$ cat src/rtl/acss_pkg.sv
// Package: shared types, constants and codes of the channel scan scheduler.
package acss_pkg;

  // Channel plan
  localparam int NUM_CHANNELS = 14;
  localparam int CH_W         = 4;
  localparam int CH_IDX_W     = $clog2(NUM_CHANNELS);

  // Register reset values
  localparam logic [3:0] SEARCH_SWEEPS_RESET = 4'd3;
  localparam logic [7:0] FOCUS_SWEEPS_RESET  = 8'd120;
  localparam logic [1:0] MISS_LIMIT_RESET    = 2'd3;

  // Configuration bus
  localparam int PADDR_W = 4;
  localparam int PDATA_W = 32;

  typedef enum logic [1:0] {
    REG_SEARCH_SWEEPS = 2'd0,
    REG_FOCUS_SWEEPS  = 2'd1,
    REG_MISS_LIMIT    = 2'd2
  } reg_idx_t;

  // Scan phase codes
  typedef enum logic [1:0] {
    PH_SEARCH = 2'd0,
    PH_FOCUS  = 2'd1,
    PH_INTER  = 2'd2
  } phase_t;

  // Action codes of a command transaction
  localparam logic ACT_ADVANCE = 1'b0;
  localparam logic ACT_REPORT  = 1'b1;

  typedef struct packed {
    logic [3:0] search_sweeps;
    logic [7:0] focus_sweeps;
    logic [1:0] miss_limit;
  } cfg_t;

  // Sequencer states
  typedef enum logic [2:0] {
    ST_IDLE,
    ST_STEP,
    ST_FIND,
    ST_ROT,
    ST_DONE,
    ST_REL,
    ST_DECIDE,
    ST_OUT
  } state_t;

  // Channel search flavor
  typedef enum logic {
    FIND_ABOVE,
    FIND_LOW
  } find_mode_t;

endpackage

$ cat src/rtl/acss_cmd_if.sv
// Interface: command channel (advance or reception report).
interface acss_cmd_if;
  logic                      valid;
  logic                      ready;
  logic                      action;
  logic [acss_pkg::CH_W-1:0] rx_channel;

  modport source (output valid, action, rx_channel, input ready);
  modport sink   (input valid, action, rx_channel, output ready);
endinterface

$ cat src/rtl/acss_res_if.sv
// Interface: result channel (channel to tune and phase).
interface acss_res_if;
  logic                      valid;
  logic                      ready;
  logic [acss_pkg::CH_W-1:0] channel;
  logic [1:0]                phase;

  modport source (output valid, channel, phase, input ready);
  modport sink   (input valid, channel, phase, output ready);
endinterface

$ cat src/rtl/acss_regs.sv
// Configuration register file behind the APB-style port.
module acss_regs (
  input  logic                           clk,
  input  logic                           rst,
  input  logic                           psel,
  input  logic                           penable,
  input  logic                           pwrite,
  input  logic [acss_pkg::PADDR_W-1:0]   paddr,
  input  logic [acss_pkg::PDATA_W-1:0]   pwdata,
  output logic [acss_pkg::PDATA_W-1:0]   prdata,
  output logic                           pready,
  output acss_pkg::cfg_t                 cfg
);

  acss_pkg::reg_idx_t reg_sel;
  logic               wr_en;

  assign pready  = 1'b1;
  assign reg_sel = acss_pkg::reg_idx_t'(paddr[3:2]);
  assign wr_en   = psel && penable && pwrite && pready;

  // Register writes
  always_ff @(posedge clk) begin
    if (rst) begin
      cfg.search_sweeps <= acss_pkg::SEARCH_SWEEPS_RESET;
      cfg.focus_sweeps  <= acss_pkg::FOCUS_SWEEPS_RESET;
      cfg.miss_limit    <= acss_pkg::MISS_LIMIT_RESET;
    end else if (wr_en) begin
      case (reg_sel)
        acss_pkg::REG_SEARCH_SWEEPS: cfg.search_sweeps <= pwdata[3:0];
        acss_pkg::REG_FOCUS_SWEEPS:  cfg.focus_sweeps  <= pwdata[7:0];
        acss_pkg::REG_MISS_LIMIT:    cfg.miss_limit    <= pwdata[1:0];
        default: ;
      endcase
    end
  end

  // Read mux
  always_comb begin
    prdata = '0;
    case (reg_sel)
      acss_pkg::REG_SEARCH_SWEEPS: prdata[3:0] = cfg.search_sweeps;
      acss_pkg::REG_FOCUS_SWEEPS:  prdata[7:0] = cfg.focus_sweeps;
      acss_pkg::REG_MISS_LIMIT:    prdata[1:0] = cfg.miss_limit;
      default:                     prdata      = '0;
    endcase
  end

endmodule

$ cat src/rtl/adaptive_channel_scan_scheduler_unit.sv
// Top level: adaptive channel scan scheduler with a serial channel scan unit.
//
// A reception report is absorbed in the cycle it is accepted and gives no result. An advance
// gives one result: a small sequencer drives one channel scan unit that looks at one channel
// per cycle, and that unit serves the search for the next remembered channel, the rotation over
// remembered channels in interleaved search and the release check at the end of an interleaved
// round. The command side is ready only while the sequencer is idle. The result sits in an
// output register, so the next command is taken while a result waits.
module adaptive_channel_scan_scheduler_unit (
  input  logic                           clk,
  input  logic                           rst,
  acss_cmd_if.sink                       cmd,
  acss_res_if.source                     res,
  input  logic                           psel,
  input  logic                           penable,
  input  logic                           pwrite,
  input  logic [acss_pkg::PADDR_W-1:0]   paddr,
  input  logic [acss_pkg::PDATA_W-1:0]   pwdata,
  output logic [acss_pkg::PDATA_W-1:0]   prdata,
  output logic                           pready
);

  localparam int N  = acss_pkg::NUM_CHANNELS;
  localparam int CW = acss_pkg::CH_W;
  localparam int IW = acss_pkg::CH_IDX_W;

  acss_pkg::cfg_t cfg;

  acss_regs u_regs (
    .clk     (clk),
    .rst     (rst),
    .psel    (psel),
    .penable (penable),
    .pwrite  (pwrite),
    .paddr   (paddr),
    .pwdata  (pwdata),
    .prdata  (prdata),
    .pready  (pready),
    .cfg     (cfg)
  );

  // Architectural state
  acss_pkg::state_t     state, state_next;
  acss_pkg::phase_t     phase, phase_next;
  logic [CW-1:0]        cur, cur_next;
  logic [7:0]           sweep_cnt, sweep_cnt_next;
  logic [CW-1:0]        slot_div, slot_div_next;
  logic [1:0]           slot_mod, slot_mod_next;
  logic [CW-1:0]        rot, rot_next;
  logic [N-1:0]         remembered, remembered_next;
  logic [N-1:0]         seen, seen_next;
  logic [1:0]           miss [N];
  logic [1:0]           miss_next [N];
  logic                 activity, activity_next;

  // Sequencer working registers
  logic [CW-1:0]        tune_ch, tune_ch_next;
  logic                 done, done_next;
  logic [CW-1:0]        idx, idx_next;
  acss_pkg::find_mode_t find_mode, find_mode_next;
  acss_pkg::state_t     find_ret, find_ret_next;

  // Output register
  logic                 out_valid, out_valid_next;
  logic [CW-1:0]        out_channel, out_channel_next;
  logic [1:0]           out_phase, out_phase_next;

  // Derived terms
  logic                 cmd_acc;
  logic                 rx_in_range;
  logic [CW-1:0]        rx_m1;
  logic [CW-1:0]        idx_m1;
  logic                 idx_in_range;
  logic                 idx_hit;
  logic [CW-1:0]        rot_step;
  logic [CW-1:0]        rot_step_m1;
  logic                 rot_hit;
  logic                 step_done;
  logic [7:0]           cnt_inc;
  logic [7:0]           cnt_target;
  logic                 cnt_hit;
  logic [1:0]           miss_lim;
  logic [1:0]           miss_inc;
  logic                 out_load;

  assign cmd_acc      = cmd.valid && cmd.ready;
  assign cmd.ready    = (state == acss_pkg::ST_IDLE);
  assign rx_in_range  = (cmd.rx_channel != '0) && (cmd.rx_channel <= CW'(N));
  assign rx_m1        = cmd.rx_channel - CW'(1);

  // Channel scan unit: one channel per cycle
  assign idx_m1       = idx - CW'(1);
  assign idx_in_range = (idx != '0) && (idx <= CW'(N));
  assign idx_hit      = idx_in_range && remembered[idx_m1[IW-1:0]];

  // Rotation step, position stays in 1..N
  assign rot_step     = (rot >= CW'(N)) ? CW'(1) : rot + CW'(1);
  assign rot_step_m1  = rot_step - CW'(1);
  assign rot_hit      = remembered[rot_step_m1[IW-1:0]];

  // End of sweep for the current step
  always_comb begin
    case (phase)
      acss_pkg::PH_SEARCH: step_done = (cur >= CW'(N));
      acss_pkg::PH_FOCUS:  step_done = 1'b0;
      default:             step_done = (slot_div == CW'(N - 1)) && (slot_mod == 2'd2);
    endcase
  end

  // Sweep counter compare
  assign cnt_inc    = sweep_cnt + 8'd1;
  assign cnt_target = (phase == acss_pkg::PH_FOCUS) ? cfg.focus_sweeps
                                                    : {4'd0, cfg.search_sweeps};
  assign cnt_hit    = (cnt_inc >= cnt_target) || (cnt_inc == 8'd0);

  // Release check terms for the channel under the scan index
  assign miss_lim = (cfg.miss_limit == 2'd0) ? 2'd1 : cfg.miss_limit;
  assign miss_inc = miss[idx_m1[IW-1:0]] + 2'd1;

  assign out_load = (state == acss_pkg::ST_OUT) && (!out_valid || res.ready);

  // Next state
  always_comb begin
    state_next = state;
    case (state)
      acss_pkg::ST_IDLE: begin
        if (cmd_acc && (cmd.action == acss_pkg::ACT_ADVANCE)) state_next = acss_pkg::ST_STEP;
      end
      acss_pkg::ST_STEP: begin
        case (phase)
          acss_pkg::PH_SEARCH:
            state_next = step_done ? acss_pkg::ST_DONE : acss_pkg::ST_OUT;
          acss_pkg::PH_FOCUS:
            state_next = acss_pkg::ST_FIND;
          default: begin
            if ((slot_mod != 2'd0) && (remembered != '0)) state_next = acss_pkg::ST_ROT;
            else state_next = step_done ? acss_pkg::ST_DONE : acss_pkg::ST_OUT;
          end
        endcase
      end
      acss_pkg::ST_FIND: begin
        if (idx_hit) begin
          state_next = (find_mode == acss_pkg::FIND_ABOVE) ? acss_pkg::ST_OUT : find_ret;
        end else if (!idx_in_range && (find_mode == acss_pkg::FIND_LOW)) begin
          state_next = find_ret;
        end
      end
      acss_pkg::ST_ROT: begin
        if (rot_hit) state_next = done ? acss_pkg::ST_DONE : acss_pkg::ST_OUT;
      end
      acss_pkg::ST_DONE: begin
        if (!cnt_hit) begin
          state_next = acss_pkg::ST_OUT;
        end else begin
          case (phase)
            acss_pkg::PH_SEARCH:
              state_next = (remembered != '0) ? acss_pkg::ST_FIND : acss_pkg::ST_OUT;
            acss_pkg::PH_FOCUS:
              state_next = acss_pkg::ST_OUT;
            default:
              state_next = acss_pkg::ST_REL;
          endcase
        end
      end
      acss_pkg::ST_REL: begin
        if (idx == CW'(N)) state_next = acss_pkg::ST_DECIDE;
      end
      acss_pkg::ST_DECIDE: begin
        state_next = ((remembered == '0) || !activity) ? acss_pkg::ST_OUT : acss_pkg::ST_FIND;
      end
      acss_pkg::ST_OUT: begin
        if (out_load) state_next = acss_pkg::ST_IDLE;
      end
      default: state_next = acss_pkg::ST_IDLE;
    endcase
  end

  // Datapath and output updates
  always_comb begin
    phase_next      = phase;
    cur_next        = cur;
    sweep_cnt_next  = sweep_cnt;
    slot_div_next   = slot_div;
    slot_mod_next   = slot_mod;
    rot_next        = rot;
    remembered_next = remembered;
    seen_next       = seen;
    miss_next       = miss;
    activity_next   = activity;
    tune_ch_next    = tune_ch;
    done_next       = done;
    idx_next        = idx;
    find_mode_next  = find_mode;
    find_ret_next   = find_ret;
    out_valid_next  = out_valid && !res.ready;
    out_channel_next = out_channel;
    out_phase_next   = out_phase;

    case (state)
      // Report: mark the channel, no result
      acss_pkg::ST_IDLE: begin
        if (cmd_acc && (cmd.action == acss_pkg::ACT_REPORT) && rx_in_range) begin
          remembered_next[rx_m1[IW-1:0]] = 1'b1;
          seen_next[rx_m1[IW-1:0]]       = 1'b1;
          if (phase == acss_pkg::PH_INTER) activity_next = 1'b1;
        end
      end
      // Pick the candidate channel for this phase
      acss_pkg::ST_STEP: begin
        done_next = step_done;
        case (phase)
          acss_pkg::PH_SEARCH: begin
            tune_ch_next = step_done ? CW'(1) : cur + CW'(1);
          end
          acss_pkg::PH_FOCUS: begin
            idx_next       = cur + CW'(1);
            find_mode_next = acss_pkg::FIND_ABOVE;
            find_ret_next  = acss_pkg::ST_DONE;
          end
          default: begin
            // fresh channel; also the fallback for an empty rotation
            tune_ch_next = slot_div + CW'(1);
            if (step_done) begin
              slot_div_next = '0;
              slot_mod_next = 2'd0;
            end else if (slot_mod == 2'd2) begin
              slot_div_next = slot_div + CW'(1);
              slot_mod_next = 2'd0;
            end else begin
              slot_mod_next = slot_mod + 2'd1;
            end
          end
        endcase
      end
      // Scan upward for a remembered channel
      acss_pkg::ST_FIND: begin
        if (idx_hit) begin
          tune_ch_next = idx;
        end else if (!idx_in_range) begin
          if (find_mode == acss_pkg::FIND_ABOVE) begin
            // wrapped past the top: sweep complete, restart from the lowest
            done_next      = 1'b1;
            idx_next       = CW'(1);
            find_mode_next = acss_pkg::FIND_LOW;
          end else begin
            tune_ch_next = CW'(1);
          end
        end else begin
          idx_next = idx + CW'(1);
        end
      end
      // Rotate to the next remembered channel
      acss_pkg::ST_ROT: begin
        rot_next = rot_step;
        if (rot_hit) tune_ch_next = rot_step;
      end
      // Sweep completed: count and decide on a phase change
      acss_pkg::ST_DONE: begin
        if (!cnt_hit) begin
          sweep_cnt_next = cnt_inc;
        end else begin
          sweep_cnt_next = 8'd0;
          case (phase)
            acss_pkg::PH_SEARCH: begin
              if (remembered != '0) begin
                phase_next     = acss_pkg::PH_FOCUS;
                idx_next       = CW'(1);
                find_mode_next = acss_pkg::FIND_LOW;
                find_ret_next  = acss_pkg::ST_OUT;
              end
            end
            acss_pkg::PH_FOCUS: begin
              phase_next    = acss_pkg::PH_INTER;
              activity_next = 1'b0;
              tune_ch_next  = CW'(1);
              slot_div_next = '0;
              slot_mod_next = 2'd1;
            end
            default: begin
              idx_next = CW'(1);
            end
          endcase
        end
      end
      // Release check, one channel per cycle
      acss_pkg::ST_REL: begin
        if (remembered[idx_m1[IW-1:0]]) begin
          if (seen[idx_m1[IW-1:0]]) begin
            miss_next[idx_m1[IW-1:0]] = 2'd0;
            seen_next[idx_m1[IW-1:0]] = 1'b0;
          end else if ((miss_inc >= miss_lim) || (miss_inc == 2'd0)) begin
            remembered_next[idx_m1[IW-1:0]] = 1'b0;
            miss_next[idx_m1[IW-1:0]]       = 2'd0;
            seen_next[idx_m1[IW-1:0]]       = 1'b0;
          end else begin
            miss_next[idx_m1[IW-1:0]] = miss_inc;
          end
        end
        idx_next = idx + CW'(1);
      end
      // Back to search when nothing was heard or nothing is remembered, else focus again
      acss_pkg::ST_DECIDE: begin
        if ((remembered == '0) || !activity) begin
          phase_next   = acss_pkg::PH_SEARCH;
          tune_ch_next = CW'(1);
        end else begin
          phase_next     = acss_pkg::PH_FOCUS;
          idx_next       = CW'(1);
          find_mode_next = acss_pkg::FIND_LOW;
          find_ret_next  = acss_pkg::ST_OUT;
        end
      end
      // Hand the result to the output register
      acss_pkg::ST_OUT: begin
        if (out_load) begin
          cur_next         = tune_ch;
          out_valid_next   = 1'b1;
          out_channel_next = tune_ch;
          out_phase_next   = phase;
        end
      end
      default: ;
    endcase
  end

  // Registers
  always_ff @(posedge clk) begin
    if (rst) begin
      state      <= acss_pkg::ST_IDLE;
      phase      <= acss_pkg::PH_SEARCH;
      cur        <= '0;
      sweep_cnt  <= 8'd0;
      slot_div   <= '0;
      slot_mod   <= 2'd0;
      rot        <= CW'(1);
      remembered <= '0;
      seen       <= '0;
      for (int i = 0; i < N; i++) miss[i] <= 2'd0;
      activity   <= 1'b0;
      done       <= 1'b0;
      find_mode  <= acss_pkg::FIND_ABOVE;
      find_ret   <= acss_pkg::ST_OUT;
      out_valid  <= 1'b0;
    end else begin
      state      <= state_next;
      phase      <= phase_next;
      cur        <= cur_next;
      sweep_cnt  <= sweep_cnt_next;
      slot_div   <= slot_div_next;
      slot_mod   <= slot_mod_next;
      rot        <= rot_next;
      remembered <= remembered_next;
      seen       <= seen_next;
      miss       <= miss_next;
      activity   <= activity_next;
      done       <= done_next;
      find_mode  <= find_mode_next;
      find_ret   <= find_ret_next;
      out_valid  <= out_valid_next;
    end
  end

  // Payload registers
  always_ff @(posedge clk) begin
    tune_ch     <= tune_ch_next;
    idx         <= idx_next;
    out_channel <= out_channel_next;
    out_phase   <= out_phase_next;
  end

  assign res.valid   = out_valid;
  assign res.channel = out_channel;
  assign res.phase   = out_phase;

  // Checks
  a_rot_range: assert property (@(posedge clk) disable iff (rst)
    (rot >= CW'(1)) && (rot <= CW'(N)))
    else $error("rotation position left the channel range");

  a_focus_has_channels: assert property (@(posedge clk) disable iff (rst)
    (phase == acss_pkg::PH_FOCUS) |-> (remembered != '0))
    else $error("focus phase without remembered channels");

  a_slot_range: assert property (@(posedge clk) disable iff (rst)
    (slot_mod != 2'd3) && (slot_div < CW'(N)))
    else $error("interleave slot out of range");

  a_report_no_work: assert property (@(posedge clk) disable iff (rst)
    (cmd_acc && (cmd.action == acss_pkg::ACT_REPORT)) |=> (state == acss_pkg::ST_IDLE))
    else $error("report transaction started the sequencer");

  a_result_range: assert property (@(posedge clk) disable iff (rst)
    out_valid |-> ((out_channel >= CW'(1)) && (out_channel <= CW'(N))))
    else $error("result channel out of range");

endmodule

$ cat src/flat_wrapper.sv
// flat-port wrapper written by rule: the top's interface ports become plain ports
module adaptive_channel_scan_scheduler_unit_flat 
  (clk, rst, psel, penable, pwrite, paddr, pwdata, prdata, pready, cmd_valid, cmd_action, cmd_rx_channel, cmd_ready, res_valid, res_channel, res_phase, res_ready);
  acss_cmd_if cmd_i ();
  acss_res_if res_i ();
  input  logic clk;
  input  logic rst;
  input  logic psel;
  input  logic penable;
  input  logic pwrite;
  input  logic [acss_pkg::PADDR_W-1:0] paddr;
  input  logic [acss_pkg::PDATA_W-1:0] pwdata;
  output logic [acss_pkg::PDATA_W-1:0] prdata;
  output logic pready;
  input wire logic [$bits(cmd_i.valid)-1:0] cmd_valid;
  input wire logic [$bits(cmd_i.action)-1:0] cmd_action;
  input wire logic [$bits(cmd_i.rx_channel)-1:0] cmd_rx_channel;
  output wire logic [$bits(cmd_i.ready)-1:0] cmd_ready;
  output wire logic [$bits(res_i.valid)-1:0] res_valid;
  output wire logic [$bits(res_i.channel)-1:0] res_channel;
  output wire logic [$bits(res_i.phase)-1:0] res_phase;
  input wire logic [$bits(res_i.ready)-1:0] res_ready;
  assign cmd_i.valid = cmd_valid;
  assign cmd_i.action = cmd_action;
  assign cmd_i.rx_channel = cmd_rx_channel;
  assign cmd_ready = cmd_i.ready;
  assign res_valid = res_i.valid;
  assign res_channel = res_i.channel;
  assign res_phase = res_i.phase;
  assign res_i.ready = res_ready;
  adaptive_channel_scan_scheduler_unit u_core (.clk(clk), .rst(rst), .cmd(cmd_i), .res(res_i), .psel(psel), .penable(penable), .pwrite(pwrite), .paddr(paddr), .pwdata(pwdata), .prdata(prdata), .pready(pready));
endmodule
$ cat config.mk
export PLATFORM = sky130hd
export DESIGN_NAME = adaptive_channel_scan_scheduler_unit_flat
export DESIGN_NICKNAME = d
export VERILOG_FILES = /design/src/rtl/acss_pkg.sv /design/src/rtl/acss_cmd_if.sv /design/src/rtl/acss_res_if.sv /design/src/rtl/acss_regs.sv /design/src/rtl/adaptive_channel_scan_scheduler_unit.sv /design/src/flat_wrapper.sv
export SDC_FILE = /design/constraint.sdc
export NUM_CORES = 1
export LEC_CHECK = 0
export BUFFER_PORTS_ARGS = -buffer_cell sky130_fd_sc_hd__buf_2
export CORE_MARGIN = 2
export CORE_UTILIZATION = 45
export DETAILED_ROUTE_END_ITERATION = 7
export GPL_ROUTABILITY_DRIVEN = 1
export PLACE_DENSITY = 0.75
export SYNTH_ARGS = -nofsm -noshare
export SYNTH_HDL_FRONTEND = slang
export SYNTH_SLANG_ARGS = --single-unit
$ cat constraint.sdc
create_clock -name clk -period 7.1 [get_ports clk]
set_input_delay 1.065 -clock clk [delete_from_list [all_inputs] [get_ports clk]]
set_output_delay 1.065 -clock clk [all_outputs]
set_load 0.03 [all_outputs]
==> flow_metrics.tcl <==
set metrics [dict create \
    min_period_ns 4.98 \
    final-setup-viol-count 0 \
    grtUsageMet2_pct 33.4 \
    drt_iter0_markers 463 \
    antenna_found_initial 0 \
    instances_no_fill 1058 \
    finalHoldViolCount 0 \
    crit_type "reg -> reg" \
    clk_pin_slew_ns 0.05 \
    drv_slew 0 \
    clk_latency_ns 0.43 \
    max_cap_viol_count 0 \
    multiInputGateArea_um2 4220 \
    grt_max_degree 62 \
    yosys_most_used_dff "dfxtp_1" \
    grt.busiest_layer "met2" \
    timing.final.crit_share_pct 70.1 \
    port_buffers 37 \
    dieArea_um2 16800 \
    htree_levels 4 \
    p_leak_nw 3.08 \
    post_cts_buffers 0 \
    worstMarginPinSlew_ns 1.22 \
    dp.cells 1026 \
    crit_required_ns 7.45 \
    synth_top_cells_by_count "102 x dfxtp_1, 95 x nor2_1, 78 x nand2_1, 51 x a21oi_1, 51 x mux2i_1" \
    drc_errors 0 \
    vdd_drop_max_uv 234 \
    layout-area-overhead-vs-synth_pct 9.98 \
    synth.top_cell.area_share_pct 28.8 \
    syn_avg_cell_area_um2 8.61 \
    die_h_um 130 \
    nets 908 \
    design.core.area_um2 15300 \
    slew-limit-headroom_pct 17.9 \
    cts-root-buf "clkbuf_16" \
    final_antenna_net_count 0 \
    initial_core_util_pct 46.3 \
    viasPerCell 5.84 \
    route.detailed.wl_per_inst_um 16.5 \
    gr-usage-met1_pct 28.0 \
    grt_usage_pct 21.3 \
    first_global_vias 5736 \
    synth_edf_count 14 \
    fmaxAchievable_mhz 201 \
    yosysMostFrequentCell "dfxtp_1" \
    syn-cell-area_um2 7100 \
    rsz0062_at_grt "false" \
    tns_ns 0 \
    holdWs_ns 0.455 \
    yosysWarnings 0 \
    cts_tree "done" \
    synthCells 824 \
    antenna_cells 0 \
    crit_fanout 18 \
    hpwl_um 11800 \
    wirelength_um 17400 \
    row_count 45 \
    ctsHoldBuffers 0 \
    clkSinkCount 116 \
    seq_area_um2 2460 \
    design_area_um2 7800 \
    dr_total_vias 6177 \
    grt.overflow.total 0 \
    use_met3_pct 5.28 \
    synth_area_leaders "dfxtp_1 29%, mux2i_1 7.2%, edfxtp_1 5.9%, nor2_1 5.0%, ha_1 4.6%" \
    pwr_density_cell_nw_per_um2 301 \
    drive_gt1_share_pct 12.3 \
    synth-seq-cells 116 \
    synthArstFlopShare_pct 0 \
    end_kind "flip-flop" \
    drt_pass1_iterations 5 \
    dpl_cell_area_um2 7260 \
    cp_data_arrival_time_ns 5.33 \
    cts_made_buffers 17 \
    chipWidth_um 130 \
    fillCellCount 1482 \
    cts_buffer_depth 2 \
    synth_cell_type_count 77 \
    post_cts_resize_count 0 \
    gp_congestion 0.913 \
    ioPinCount 89 \
    yosys.area.top_type "dfxtp_1" \
    run_status "finished clean" \
    cp-start-kind "flip-flop" \
    hold_class "reg -> reg" \
    ys_seq_area_share_pct 34.7 \
    skew_ns 0.00898 \
    grt_pass1_wl_um 28400 \
]
-- sequential cells by signal (all words and copies together) (netlist names) --
signal              count
u_core.state            3
u_core.res.phase        2
u_core.res.valid        1
u_core.find_ret         1
u_core.remembered      14
u_core.slot_div         4
u_core.idx              4
u_core.rot              4
u_core.find_mode        1
u_core.tune_ch          4
u_core.done             1
u_core.res.channel      4
u_core.activity         1
u_core.sweep_cnt        8
u_core.cur              4
u_core.u_regs.cfg      14
u_core.seen            14
u_core.phase            2
u_core.miss            28
u_core.slot_mod         2
-- cell type report --
type	instances	area share, %
Sequential cell	116	31.5
Inverter	25	1.20
Timing Repair Buffer	41	2.76
Clock buffer	17	5.45
Tap cell	211	3.38
Multi-Input combinational cell	633	54.1
Clock inverter	15	1.55
-- critical path, cell delays in order (launching register included) --
cell and delay [ns]:
edfxtp_1 0.58, inv_1 0.20, ha_1 0.91, mux4_2 0.42, mux2_2 0.28, a21oi_1 0.17, o21ai_0 0.21, ha_1 0.36
ha_1 0.33, a211oi_1 0.48, nand2_1 0.16, nor2_2 0.49, nand3_1 0.15, a21oi_1 0.17
-- routing by layer --
layer  vias up  wire (um)
li1       2984          -
met1      2918       7780
met5         -          0
met3        37       1240
met4         0        384
met2       238       8000
-- worst paths after layout --
check	end	depth (start not counted)	slack, ns	start
worst min-delay path	u_core.miss[6]$_SDFFE_PP0P_	2	0.46	u_core.miss[6]$_SDFFE_PP0P_
worst min register to register	u_core.miss[6]$_SDFFE_PP0P_	2	0.46	u_core.miss[6]$_SDFFE_PP0P_
worst max register to register	u_core.miss[8]$_SDFFE_PP0P_	13	2.12	u_core.idx[1]$_DFFE_PP_
worst max-delay path	u_core.miss[8]$_SDFFE_PP0P_	13	2.12	u_core.idx[1]$_DFFE_PP_
-- placed cells by master, fill, tap and decap left out, types with 8 or more instances in the layout --
master | netlist | routed
buf_2 | 8 | 37
a21oi_1 | 51 | 51
dfxtp_1 | 102 | 102
nand4_1 | 11 | 11
and3_1 | 13 | 13
ha_1 | 26 | 26
clkbuf_16 | 0 | 17
a31oi_1 | 12 | 12
nand2_1 | 78 | 78
edfxtp_1 | 14 | 14
a211oi_1 | 14 | 14
and2_1 | 9 | 9
conb_1 | 2 | 25
nor2_1 | 95 | 95
mux2i_1 | 51 | 51
o21ai_0 | 28 | 28
nor2b_1 | 8 | 8
a311oi_1 | 11 | 11
xnor2_1 | 8 | 8
mux4_2 | 14 | 14
nand3_1 | 35 | 35
nand2b_1 | 10 | 10
or3_1 | 8 | 8
nor3_1 | 18 | 18
inv_1 | 23 | 23
-- cell families after synthesis --
| kind of cell | synth area share [%] |
|---|---|
| compound gates | 17.9 |
| mux | 12.3 |
| other cells | 0.106 |
| simple gates | 21.5 |
| buf+inv | 7.02 |
| fa+ha+maj | 4.58 |
| flops | 34.7 |
| xor+xnor | 1.96 |
-- through the flow --
step	setup WS, ns	utilization (%)	power [mW]
global route	1.74	51.0	2.46
detailed placement	2.19	47.4	1.54
finish	2.12	51.0	2.35
floorplan	2.39	-	1.37
CTS	2.13	51.0	2.34
global placement	2.26	47.4	1.53
-- power breakdown --
part	total, mW	switching (mW)	internal (mW)
sequential	0.804	0.0799	0.724
clock	0.803	0.301	0.502
combinational	0.742	0.505	0.236
(Power assumes the default switching activity.)
